==> src/rtl/rldr_pkg.sv <==
package rldr_pkg;

    localparam int DIV_W = 36;
    localparam int DIVISOR_W = 16;
    localparam int LOG2_10_Q16 = 217706;
    localparam logic [23:0] DIST_MAX = 24'hFF_FFFF;

    localparam logic [1:0] REG_TX_POWER = 2'd0;
    localparam logic [1:0] REG_REF_LOSS = 2'd1;
    localparam logic [1:0] REG_PL_EXP = 2'd2;
    localparam logic [1:0] REG_REF_DIST = 2'd3;

    typedef enum logic [3:0] {
        S_IDLE,
        S_SUM,
        S_DIVM_GO,
        S_DIVM_WAIT,
        S_ESUM,
        S_MUL_E,
        S_DIVY_GO,
        S_DIVY_WAIT,
        S_POW,
        S_MUL_D,
        S_FINAL
    } state_t;

    typedef struct packed {
        logic                 start;
        logic [DIV_W-1:0]     dividend;
        logic [DIVISOR_W-1:0] divisor;
    } div_req_t;

    typedef struct packed {
        logic             done;
        logic [DIV_W-1:0] quotient;
    } div_rsp_t;

    typedef logic [30:0] root_rom_t [16];

    // 2^(2^-(j+1)) in Q30, each entry floor(sqrt(previous << 30)), chain from 2.0
    function automatic root_rom_t build_roots();
        logic [63:0] c;
        logic [63:0] v;
        logic [63:0] r;
        logic [63:0] b;
        root_rom_t   t;
        c = 64'd2 << 30;
        for (int j = 0; j < 16; j++)
        begin
            v = c << 30;
            r = '0;
            b = 64'h4000_0000_0000_0000;
            for (int i = 0; i < 32; i++)
            begin
                if (v >= r + b)
                begin
                    v = v - (r + b);
                    r = (r >> 1) + b;
                end
                else
                begin
                    r = r >> 1;
                end
                b = b >> 2;
            end
            c = r;
            t[j] = c[30:0];
        end
        return t;
    endfunction

    localparam root_rom_t ROOT_ROM = build_roots();

endpackage

==> src/rtl/rldr_in_if.sv <==
interface rldr_in_if;
    logic              valid;
    logic              ready;
    logic signed [7:0] rssi_dbm;
    logic              start_series;
    logic signed [15:0] noise_q8;

    modport source (output valid, output rssi_dbm, output start_series, output noise_q8,
                    input ready);
    modport sink (input valid, input rssi_dbm, input start_series, input noise_q8,
                  output ready);
endinterface

==> src/rtl/rldr_out_if.sv <==
interface rldr_out_if;
    logic               valid;
    logic               ready;
    logic signed [15:0] mean_rssi_q8;
    logic [23:0]        distance_q8;
    logic               saturated;

    modport source (output valid, output mean_rssi_q8, output distance_q8, output saturated,
                    input ready);
    modport sink (input valid, input mean_rssi_q8, input distance_q8, input saturated,
                  output ready);
endinterface

==> src/rtl/rldr_div.sv <==
module rldr_div (
    input  logic             clk,
    input  logic             rst_n,
    input  rldr_pkg::div_req_t req,
    output rldr_pkg::div_rsp_t rsp
);
    import rldr_pkg::*;

    logic                 busy_reg;
    logic                 done_reg;
    logic [5:0]           cnt_reg;
    logic [DIVISOR_W-1:0] rem_reg;
    logic [DIV_W-1:0]     quot_reg;
    logic [DIVISOR_W-1:0] divisor_reg;
    logic [DIVISOR_W:0]   rem_sh;
    logic                 take;

    // restoring division, one quotient bit per cycle
    assign rem_sh = {rem_reg, quot_reg[DIV_W-1]};
    assign take = (rem_sh >= {1'b0, divisor_reg});

    always_ff @(posedge clk or negedge rst_n)
    begin
        if (!rst_n)
        begin
            busy_reg <= 1'b0;
            done_reg <= 1'b0;
            cnt_reg  <= '0;
        end
        else
        begin
            done_reg <= 1'b0;
            if (req.start)
            begin
                busy_reg <= 1'b1;
                cnt_reg  <= '0;
            end
            else if (busy_reg)
            begin
                cnt_reg <= cnt_reg + 6'd1;
                if (cnt_reg == 6'(DIV_W - 1))
                begin
                    busy_reg <= 1'b0;
                    done_reg <= 1'b1;
                end
            end
        end
    end

    always_ff @(posedge clk)
    begin
        if (req.start)
        begin
            rem_reg     <= '0;
            quot_reg    <= req.dividend;
            divisor_reg <= req.divisor;
        end
        else if (busy_reg)
        begin
            rem_reg  <= take ? DIVISOR_W'(rem_sh - {1'b0, divisor_reg}) : rem_sh[DIVISOR_W-1:0];
            quot_reg <= {quot_reg[DIV_W-2:0], take};
        end
    end

    assign rsp.done = done_reg;
    assign rsp.quotient = quot_reg;

endmodule

==> src/rtl/rssi_log_distance_ranger.sv <==
// RSSI log-distance ranger.
// in_ch (sink): one RSSI sample per transaction with start_series and a Q8.8
// noise term. start_series clears the sample window before the sample is stored.
// out_ch (source): one result per input transaction: window mean (Q8.8, rounded),
// distance d0*10^((Pt-mean-noise-PL0)/(10n)) in Q16.8 metres and a saturation flag.
// APB port: four registers at byte addresses 0, 4, 8, 12 (Pt, PL0, n, d0); pready
// is tied high. Write only while the block is idle.
// Sequence: the stored samples are summed one by one, then the shared 36-step
// divider is used twice (mean and exponent) and the shared multiplier makes 16
// passes for 2^frac. One item is processed at a time; in_ch.ready is high only
// in idle, so a new transaction is taken only after the previous one has
// left the final step.
// A finished result sits in the output register, so the next item may be accepted
// while out_ch is stalled; its result then waits in the final step until the output
// register frees.
// Reset: window, count and write slot clear, registers take their reset values,
// no result is pending.
module rssi_log_distance_ranger #(
    parameter int WINDOW_LEN = 5
) (
    input  logic        clk,
    input  logic        rst_n,
    input  logic        psel,
    input  logic        penable,
    input  logic        pwrite,
    input  logic [3:0]  paddr,
    input  logic [31:0] pwdata,
    output logic [31:0] prdata,
    output logic        pready,
    rldr_in_if.sink     in_ch,
    rldr_out_if.source  out_ch
);
    import rldr_pkg::*;

    localparam int CNT_W = $clog2(WINDOW_LEN + 1);
    localparam int IDX_W = (WINDOW_LEN > 1) ? $clog2(WINDOW_LEN) : 1;
    localparam int SUM_W = 8 + CNT_W;

    // configuration
    logic signed [15:0] tx_power_reg;
    logic signed [15:0] ref_loss_reg;
    logic [11:0]        pl_exp_reg;
    logic [15:0]        ref_dist_reg;
    logic               cfg_wr;

    // sequencer and datapath
    state_t             state_reg, state_next;
    logic signed [7:0]  win_reg [WINDOW_LEN];
    logic signed [7:0]  win_next [WINDOW_LEN];
    logic [CNT_W-1:0]   count_reg, count_next;
    logic [IDX_W-1:0]   slot_reg, slot_next;
    logic [CNT_W-1:0]   idx_reg, idx_next;
    logic signed [SUM_W-1:0] sum_reg, sum_next;
    logic signed [15:0] noise_reg, noise_next;
    logic signed [15:0] mean_reg, mean_next;
    logic               neg_reg, neg_next;
    logic [17:0]        emag_reg, emag_next;
    logic [46:0]        prod_reg, prod_next;
    logic [33:0]        y_reg, y_next;
    logic [30:0]        p_reg, p_next;
    logic [3:0]         step_reg, step_next;

    // output register
    logic               out_valid_reg, out_valid_next;
    logic signed [15:0] out_mean_reg, out_mean_next;
    logic [23:0]        out_dist_reg, out_dist_next;
    logic               out_sat_reg, out_sat_next;

    div_req_t           div_req;
    div_rsp_t           div_rsp;

    // shared multiplier
    logic [30:0]        mul_a, mul_b;
    logic [61:0]        mul_p;

    // helpers
    logic [11:0]        n_eff;
    logic [14:0]        n5;
    logic [IDX_W-1:0]   slot_eff;
    logic [SUM_W-1:0]   sum_mag;
    logic [16:0]        q17;
    logic signed [18:0] e_val;
    logic signed [17:0] kk;
    logic signed [17:0] s18;
    logic [5:0]         sh;
    logic [47:0]        rnd;
    logic [47:0]        vfull;
    logic [61:0]        p_rnd;

    rldr_div u_div (
        .clk   (clk),
        .rst_n (rst_n),
        .req   (div_req),
        .rsp   (div_rsp)
    );

    // ---------------- APB ----------------
    assign pready = 1'b1;
    assign cfg_wr = psel && penable && pwrite && pready;

    always_ff @(posedge clk or negedge rst_n)
    begin
        if (!rst_n)
        begin
            tx_power_reg <= 16'sd5120;
            ref_loss_reg <= 16'sd10240;
            pl_exp_reg   <= 12'd512;
            ref_dist_reg <= 16'd256;
        end
        else if (cfg_wr)
        begin
            case (paddr[3:2])
                REG_TX_POWER: tx_power_reg <= pwdata[15:0];
                REG_REF_LOSS: ref_loss_reg <= pwdata[15:0];
                REG_PL_EXP:   pl_exp_reg   <= pwdata[11:0];
                REG_REF_DIST: ref_dist_reg <= pwdata[15:0];
                default:      ;
            endcase
        end
    end

    always_comb
    begin
        case (paddr[3:2])
            REG_TX_POWER: prdata = {16'd0, tx_power_reg};
            REG_REF_LOSS: prdata = {16'd0, ref_loss_reg};
            REG_PL_EXP:   prdata = {20'd0, pl_exp_reg};
            REG_REF_DIST: prdata = {16'd0, ref_dist_reg};
            default:      prdata = '0;
        endcase
    end

    // ---------------- handshake ----------------
    assign in_ch.ready         = (state_reg == S_IDLE);
    assign out_ch.valid        = out_valid_reg;
    assign out_ch.mean_rssi_q8 = out_mean_reg;
    assign out_ch.distance_q8  = out_dist_reg;
    assign out_ch.saturated    = out_sat_reg;

    // ---------------- arithmetic helpers ----------------
    assign n_eff    = (pl_exp_reg == 12'd0) ? 12'd1 : pl_exp_reg;
    assign n5       = {n_eff, 2'b00} + {3'b000, n_eff};
    assign slot_eff = in_ch.start_series ? '0 : slot_reg;
    assign sum_mag  = sum_reg[SUM_W-1] ? SUM_W'(-sum_reg) : SUM_W'(sum_reg);
    assign q17      = neg_reg ? 17'(-div_rsp.quotient[16:0]) : div_rsp.quotient[16:0];
    assign e_val    = 19'(tx_power_reg) - 19'(mean_reg) - 19'(noise_reg) - 19'(ref_loss_reg);
    assign kk       = y_reg[33:16];
    assign s18      = 18'sd30 - kk;
    assign sh       = s18[5:0];
    assign rnd      = {1'b0, prod_reg} + (48'd1 << (sh - 6'd1));
    assign vfull    = rnd >> sh;
    assign mul_p    = 62'(mul_a) * 62'(mul_b);
    assign p_rnd    = mul_p + 62'(1 << 29);

    always_comb
    begin
        case (state_reg)
            S_MUL_E:
            begin
                mul_a = 31'(emag_reg);
                mul_b = 31'(LOG2_10_Q16);
            end
            S_POW:
            begin
                mul_a = p_reg;
                mul_b = ROOT_ROM[step_reg];
            end
            S_MUL_D:
            begin
                mul_a = 31'(ref_dist_reg);
                mul_b = p_reg;
            end
            default:
            begin
                mul_a = '0;
                mul_b = '0;
            end
        endcase
    end

    // ---------------- sequencer ----------------
    always_comb
    begin
        state_next     = state_reg;
        win_next       = win_reg;
        count_next     = count_reg;
        slot_next      = slot_reg;
        idx_next       = idx_reg;
        sum_next       = sum_reg;
        noise_next     = noise_reg;
        mean_next      = mean_reg;
        neg_next       = neg_reg;
        emag_next      = emag_reg;
        prod_next      = prod_reg;
        y_next         = y_reg;
        p_next         = p_reg;
        step_next      = step_reg;
        out_valid_next = out_valid_reg;
        out_mean_next  = out_mean_reg;
        out_dist_next  = out_dist_reg;
        out_sat_next   = out_sat_reg;
        div_req.start    = 1'b0;
        div_req.dividend = '0;
        div_req.divisor  = '0;

        if (out_valid_reg && out_ch.ready)
        begin
            out_valid_next = 1'b0;
        end

        case (state_reg)
            S_IDLE:
            begin
                if (in_ch.valid)
                begin
                    if (in_ch.start_series)
                    begin
                        for (int i = 0; i < WINDOW_LEN; i++)
                        begin
                            win_next[i] = '0;
                        end
                        count_next = CNT_W'(1);
                    end
                    else if (count_reg < CNT_W'(WINDOW_LEN))
                    begin
                        count_next = count_reg + CNT_W'(1);
                    end
                    win_next[slot_eff] = in_ch.rssi_dbm;
                    slot_next  = (slot_eff == IDX_W'(WINDOW_LEN - 1)) ? '0 : slot_eff + IDX_W'(1);
                    noise_next = in_ch.noise_q8;
                    idx_next   = '0;
                    sum_next   = '0;
                    state_next = S_SUM;
                end
            end
            S_SUM:
            begin
                if (idx_reg == count_reg)
                begin
                    state_next = S_DIVM_GO;
                end
                else
                begin
                    sum_next = sum_reg + SUM_W'(win_reg[idx_reg[IDX_W-1:0]]);
                    idx_next = idx_reg + CNT_W'(1);
                end
            end
            S_DIVM_GO:
            begin
                div_req.start    = 1'b1;
                div_req.dividend = DIV_W'({sum_mag, 8'd0}) + DIV_W'(count_reg >> 1);
                div_req.divisor  = DIVISOR_W'(count_reg);
                neg_next         = sum_reg[SUM_W-1];
                state_next       = S_DIVM_WAIT;
            end
            S_DIVM_WAIT:
            begin
                if (div_rsp.done)
                begin
                    mean_next  = q17[15:0];
                    state_next = S_ESUM;
                end
            end
            S_ESUM:
            begin
                neg_next   = e_val[18];
                emag_next  = e_val[18] ? 18'(-e_val) : e_val[17:0];
                state_next = S_MUL_E;
            end
            S_MUL_E:
            begin
                prod_next  = mul_p[46:0];
                state_next = S_DIVY_GO;
            end
            S_DIVY_GO:
            begin
                div_req.start    = 1'b1;
                div_req.dividend = DIV_W'(prod_reg) + DIV_W'(n5);
                div_req.divisor  = {n5, 1'b0};
                state_next       = S_DIVY_WAIT;
            end
            S_DIVY_WAIT:
            begin
                if (div_rsp.done)
                begin
                    y_next     = neg_reg ? -div_rsp.quotient[33:0] : div_rsp.quotient[33:0];
                    p_next     = 31'(1 << 30);
                    step_next  = '0;
                    state_next = S_POW;
                end
            end
            S_POW:
            begin
                // fraction bit 15-step selects the root for this step
                if (y_reg[4'd15 - step_reg])
                begin
                    p_next = p_rnd[60:30];
                end
                step_next = step_reg + 4'd1;
                if (step_reg == 4'd15)
                begin
                    state_next = S_MUL_D;
                end
            end
            S_MUL_D:
            begin
                prod_next  = mul_p[46:0];
                state_next = S_FINAL;
            end
            S_FINAL:
            begin
                if (!out_valid_reg || out_ch.ready)
                begin
                    out_valid_next = 1'b1;
                    out_mean_next  = mean_reg;
                    out_sat_next   = 1'b0;
                    out_dist_next  = '0;
                    if (ref_dist_reg == 16'd0)
                    begin
                        out_dist_next = '0;
                    end
                    else if (kk >= 18'sd30)
                    begin
                        out_sat_next  = 1'b1;
                        out_dist_next = DIST_MAX;
                    end
                    else if (kk <= -18'sd18)
                    begin
                        out_dist_next = '0;
                    end
                    else if (vfull > 48'(DIST_MAX))
                    begin
                        out_sat_next  = 1'b1;
                        out_dist_next = DIST_MAX;
                    end
                    else
                    begin
                        out_dist_next = vfull[23:0];
                    end
                    state_next = S_IDLE;
                end
            end
            default:
            begin
                state_next = S_IDLE;
            end
        endcase
    end

    always_ff @(posedge clk or negedge rst_n)
    begin
        if (!rst_n)
        begin
            state_reg     <= S_IDLE;
            count_reg     <= '0;
            slot_reg      <= '0;
            out_valid_reg <= 1'b0;
            for (int i = 0; i < WINDOW_LEN; i++)
            begin
                win_reg[i] <= '0;
            end
        end
        else
        begin
            state_reg     <= state_next;
            count_reg     <= count_next;
            slot_reg      <= slot_next;
            out_valid_reg <= out_valid_next;
            win_reg       <= win_next;
        end
    end

    always_ff @(posedge clk)
    begin
        idx_reg      <= idx_next;
        sum_reg      <= sum_next;
        noise_reg    <= noise_next;
        mean_reg     <= mean_next;
        neg_reg      <= neg_next;
        emag_reg     <= emag_next;
        prod_reg     <= prod_next;
        y_reg        <= y_next;
        p_reg        <= p_next;
        step_reg     <= step_next;
        out_mean_reg <= out_mean_next;
        out_dist_reg <= out_dist_next;
        out_sat_reg  <= out_sat_next;
    end

`ifndef SYNTHESIS
    a_busy_after_accept: assert property (@(posedge clk) disable iff (!rst_n)
        (in_ch.valid && in_ch.ready) |=> !in_ch.ready)
        else $error("ready high right after accept");

    a_sat_clamps: assert property (@(posedge clk) disable iff (!rst_n)
        (out_valid_reg && out_sat_reg) |-> (out_dist_reg == DIST_MAX))
        else $error("saturated result not clamped");

    a_count_range: assert property (@(posedge clk) disable iff (!rst_n)
        count_reg <= CNT_W'(WINDOW_LEN))
        else $error("sample count beyond window");

    a_div_done_expected: assert property (@(posedge clk) disable iff (!rst_n)
        div_rsp.done |-> (state_reg == S_DIVM_WAIT || state_reg == S_DIVY_WAIT))
        else $error("divider done while not waiting");
`endif

endmodule
==> src/flat_wrapper.sv <==
// flat-port wrapper written by rule: the top's interface ports become plain ports
module rssi_log_distance_ranger_flat import rldr_pkg::*;
#(
    parameter int WINDOW_LEN = 5
)
  (clk, rst_n, psel, penable, pwrite, paddr, pwdata, prdata, pready, in_ch_valid, in_ch_rssi_dbm, in_ch_start_series, in_ch_noise_q8, in_ch_ready, out_ch_valid, out_ch_mean_rssi_q8, out_ch_distance_q8, out_ch_saturated, out_ch_ready);
  rldr_in_if in_ch_i ();
  rldr_out_if out_ch_i ();
  input  logic clk;
  input  logic rst_n;
  input  logic psel;
  input  logic penable;
  input  logic pwrite;
  input  logic [3:0] paddr;
  input  logic [31:0] pwdata;
  output logic [31:0] prdata;
  output logic pready;
  input wire logic [$bits(in_ch_i.valid)-1:0] in_ch_valid;
  input wire logic [$bits(in_ch_i.rssi_dbm)-1:0] in_ch_rssi_dbm;
  input wire logic [$bits(in_ch_i.start_series)-1:0] in_ch_start_series;
  input wire logic [$bits(in_ch_i.noise_q8)-1:0] in_ch_noise_q8;
  output wire logic [$bits(in_ch_i.ready)-1:0] in_ch_ready;
  output wire logic [$bits(out_ch_i.valid)-1:0] out_ch_valid;
  output wire logic [$bits(out_ch_i.mean_rssi_q8)-1:0] out_ch_mean_rssi_q8;
  output wire logic [$bits(out_ch_i.distance_q8)-1:0] out_ch_distance_q8;
  output wire logic [$bits(out_ch_i.saturated)-1:0] out_ch_saturated;
  input wire logic [$bits(out_ch_i.ready)-1:0] out_ch_ready;
  assign in_ch_i.valid = in_ch_valid;
  assign in_ch_i.rssi_dbm = in_ch_rssi_dbm;
  assign in_ch_i.start_series = in_ch_start_series;
  assign in_ch_i.noise_q8 = in_ch_noise_q8;
  assign in_ch_ready = in_ch_i.ready;
  assign out_ch_valid = out_ch_i.valid;
  assign out_ch_mean_rssi_q8 = out_ch_i.mean_rssi_q8;
  assign out_ch_distance_q8 = out_ch_i.distance_q8;
  assign out_ch_saturated = out_ch_i.saturated;
  assign out_ch_i.ready = out_ch_ready;
  rssi_log_distance_ranger #(.WINDOW_LEN(WINDOW_LEN)) u_core (.clk(clk), .rst_n(rst_n), .psel(psel), .penable(penable), .pwrite(pwrite), .paddr(paddr), .pwdata(pwdata), .prdata(prdata), .pready(pready), .in_ch(in_ch_i), .out_ch(out_ch_i));
endmodule
==> config.mk <==
export PLATFORM = sky130hd
export DESIGN_NAME = rssi_log_distance_ranger_flat
export DESIGN_NICKNAME = d
export VERILOG_FILES = /design/src/rtl/rldr_pkg.sv /design/src/rtl/rldr_in_if.sv /design/src/rtl/rldr_out_if.sv /design/src/rtl/rldr_div.sv /design/src/rtl/rssi_log_distance_ranger.sv /design/src/flat_wrapper.sv
export SDC_FILE = /design/constraint.sdc
export NUM_CORES = 2
export LEC_CHECK = 0
export ABC_AREA = 1
export ABC_CLOCK_PERIOD_IN_PS = 10800
export BUFFER_PORTS_ARGS = -buffer_cell sky130_fd_sc_hd__buf_2
export CORE_ASPECT_RATIO = 0.6
export CORE_MARGIN = 5
export CORE_UTILIZATION = 66
export CTS_BUF_LIST = sky130_fd_sc_hd__clkbuf_4 sky130_fd_sc_hd__clkbuf_8 sky130_fd_sc_hd__clkbuf_16
export DETAILED_ROUTE_END_ITERATION = 10
export GPL_TIMING_DRIVEN = 0
export PLACE_DENSITY = 0.83
export SYNTH_ARGS = -nofsm -noshare
export SYNTH_HDL_FRONTEND = slang
export SYNTH_SLANG_ARGS = --single-unit
export TNS_END_PERCENT = 30
==> constraint.sdc <==
create_clock -name clk -period 10.8 [get_ports clk]
set_input_delay 0.54 -clock clk [delete_from_list [all_inputs] [get_ports clk]]
set_output_delay 0.54 -clock clk [all_outputs]
set_load 0.01 [all_outputs]
==> impl_metrics.py <==
metrics = {
    "sta": {
        "setup_viol": 9,
        "relSlewSlack_pct": 6.77,
        "hold_viol_final": 0,
        "rsz0062_at_grt": "true",
        "skew_ns": 0.0193,
        "min_period_over_period_pct": 101,
        "clock.fmax_mhz": 91.7,
        "period_minus_slack_ns": 10.90,
        "worstMarginPinSlew_ns": 1.40,
        "fin_tns_setup_ns": -0.529,
        "slew_violations": 0,
        "setup_ws_ns": -0.103,
    },
    "floorplanning": {
        "die_y_um": 250,
        "num_rows": 87,
        "core_um2": 94500,
        "initial_utilization_pct": 66.9,
        "io_pins": 144,
        "chipWidth_um": 409,
        "die-area_um2": 102000,
    },
    "power": {
        "sequentialPowerShare_pct": 27.1,
        "p_total_mw": 9.53,
        "power_leakage_nw": 35.6,
        "power.density_nw_per_um2": 139,
        "ir_drop_mv": 0.234,
        "p_sw_share_pct": 51.0,
        "combPwrFrac_pct": 58.0,
        "p_clk_share_pct": 14.9,
        "switchingPower_mw": 4.86,
        "internal_power_mw": 4.67,
    },
    "clock_network": {
        "cts_buffers": 37,
        "clkLatencyLatePin_ns": 0.59,
        "cts_max_level": 2,
        "cts_tree": "done",
        "clock-sinks": 409,
        "root_buffer": "clkbuf_16",
        "cts.reportedPaths.clkPinSlew_ns": 0.07,
        "clock_path_buffers": 3,
    },
    "yosys": {
        "synth_area_leaders": "fa_1, edfxtp_1, nand2_1",
        "seq_area_frac_synth_pct": 18.3,
        "synth-main-ff-cell": "edfxtp_1",
        "synth.yosys.warnings": 0,
        "async_reset_ff_share_pct": 29.1,
        "syn_inst": 8345,
        "synthDistinctLibCells": 77,
        "synth.avg_cell_area_um2": 7.57,
        "synth_top_area_share_pct": 27.2,
        "syn_area_um2": 63200,
        "yosys.area.top_type": "fa_1",
        "synth_edf_count": 274,
        "synth_seq_cells": 409,
    },
    "layout": {
        "syn_to_final_growth_pct": 8.47,
        "drive_above_1_share_pct": 7.84,
        "nFillCells": 7627,
        "final_cell_area_um2": 68500,
        "final_common_cell": "nand2_1",
        "largest_reg_flops": 47,
        "fin_cells": 9871,
        "final_cell_mix": "nand2_1, inv_1, fa_1",
        "nets": 9911,
        "final_util_pct": 72.5,
    },
    "global_route": {
        "antenna_found_initial": 23,
        "gr-total-overflow": 0,
        "grt_pass1_vias": 57000,
        "grt_use_total_pct": 47.2,
        "grt_max_degree": 80,
        "grt_pass1_wl_mm": 358,
    },
    "hold_path": {
        "hold_end": "u_core.noise_reg[14]",
        "min_from": "in_ch_noise_q8[14]",
        "hp-class": "input pin to flop",
        "whs_path_depth": 1,
    },
    "routing": {
        "finalWirelength_mm": 247,
        "route.vias.total": 61200,
        "via_per_inst": 6.20,
        "antenna_left": 0,
        "drc": 0,
        "wire_per_inst_um": 25.0,
        "drtIter0Drc": 9891,
        "dr.pass1.iters": 10,
    },
    "critical_path": {
        "required_ns": 11.16,
        "r2r_start": "u_core.state_reg[1]",
        "start_kind": "flop",
        "worstPathArrival_ns": 11.26,
        "regToRegEndpoint": "u_core.p_reg[20]",
        "slowest_stage": "fa_1",
        "r2r_slack_ns": -0.10,
        "endpoint_kind": "flop",
        "crit_top_cell": "fa_1",
        "r2r_cells": 37,
        "cp_max_fo": 10,
        "max_stage_delay_ns": 0.66,
        "critical_path_class": "flop to flop",
    },
    "place": {
        "portBuffers": 108,
        "dpl.cell_count": 9743,
        "place_area_um2": 65700,
        "place.gp.congestion": 1.21,
        "hpwl_mm": 205,
    },
    "run": {
        "drv_cap": 0,
    },
    "run_status": {
        "run_status": "finished, violations left",
        "violations": "setup timing",
    },
}
timing repair:
action,CTS,global route
hold buffers,1,0
hold endpoints to repair,36,0
endpoints found under the setup margin,53,29
pin swaps,13,13
buffers inserted,24,16
gates resized for setup,242,235
critical path: cells and delay by family, from the launching register on:
family	cells	cell delay (ns)
flops	1	0.51
simple gates	15	2.30
buf+inv	9	1.79
compound gates	3	0.94
fa+ha+maj	9	4.67
xor+xnor	1	0.42
synthesized netlist by cell type, drive strengths merged, types with 19 or more instances:
library cell and count:
o22ai 36, o21bai 30, nand3 398, buf 69, ha 408, nor4 26, clkinv 19, clkbuf 235
inv 1924, nor3 97, a21oi 297, xor2 133, xnor2 61, fa 858, a31oi 29, o211ai 35
or2 22, nand2 2003, nor2 680, nand4 59, edfxtp 274, dfrtp 113, o21ai 393
layer usage:
metal,vias to the layer above,GRT usage (%),wire length (um)
li1,25900,-,-
met1,28900,67.1,94100
met2,5513,55.2,84900
met3,794,34.4,57500
met4,42,12.6,8820
met5,-,4.71,1370
through the flow:
| stage | hold WS, ns | setup slack [ns] |
|---|---|---|
| 2_1_floorplan | 0.244 | 1.71 |
| 3_3_place_gp | 0.437 | -2.50 |
| 3_5_place_dp | 0.437 | -2.29 |
| 4_1_cts | 0.129 | 0.000314 |
| 5_1_grt | 0.130 | -0.125 |
| 6_report | 0.139 | -0.103 |
power by group through the flow:
stage	Clock [mW]	Sequential, mW	Combinational (mW)
4_1_cts	1.40	2.55	5.12
3_3_place_gp	0	2.57	4.79
3_5_place_dp	0	2.58	5.01
5_1_grt	1.47	2.60	5.84
2_1_floorplan	0	2.46	3.37
6_report	1.42	2.58	5.53
area by class of cell:
class	instances	area, um2	area share, %
antenna	19	47.5	0.0694
timing repair buffer	164	1260	1.83
sequential	409	11500	16.8
tap	1246	1560	2.28
clock buffer	48	1040	1.52
clock inverter	20	191	0.279
buffer	303	1620	2.36
inverter	1943	7330	10.7
multi-input combinational	5719	43900	64.1
how the worst max path moves through the flow:
stage	cells past startpoint	end	start	slack, ns
6_report	37	u_core.p_reg[20]	u_core.state_reg[1]	-0.10
5_1_grt	45	u_core.p_reg[19]	u_core.state_reg[2]	-0.13
4_1_cts	41	u_core.p_reg[29]	u_core.state_reg[2]	0.0003
3_5_place_dp	40	u_core.p_reg[26]	u_core.state_reg[2]	-2.29
3_3_place_gp	38	u_core.p_reg[21]	u_core.state_reg[2]	-2.50
2_1_floorplan	43	u_core.p_reg[19]	u_core.state_reg[2]	1.71
kinds of logic (layout without fill, tap and decap cells):
logic type | count (synthesis) | count (layout) | synth area share [%]
other | 2 | 51 | 0.0119
AND/OR/NAND/NOR | 3310 | 3310 | 21.8
AO/OA/AOI/OAI | 914 | 914 | 8.24
XOR/XNOR | 194 | 194 | 2.83
adder cells (fa/ha/maj) | 1266 | 1266 | 35.3
multiplexers | 3 | 3 | 0.0475
buffers and inverters | 2247 | 2478 | 13.5
flip-flops | 409 | 409 | 18.3
(Power assumes the default switching activity.)
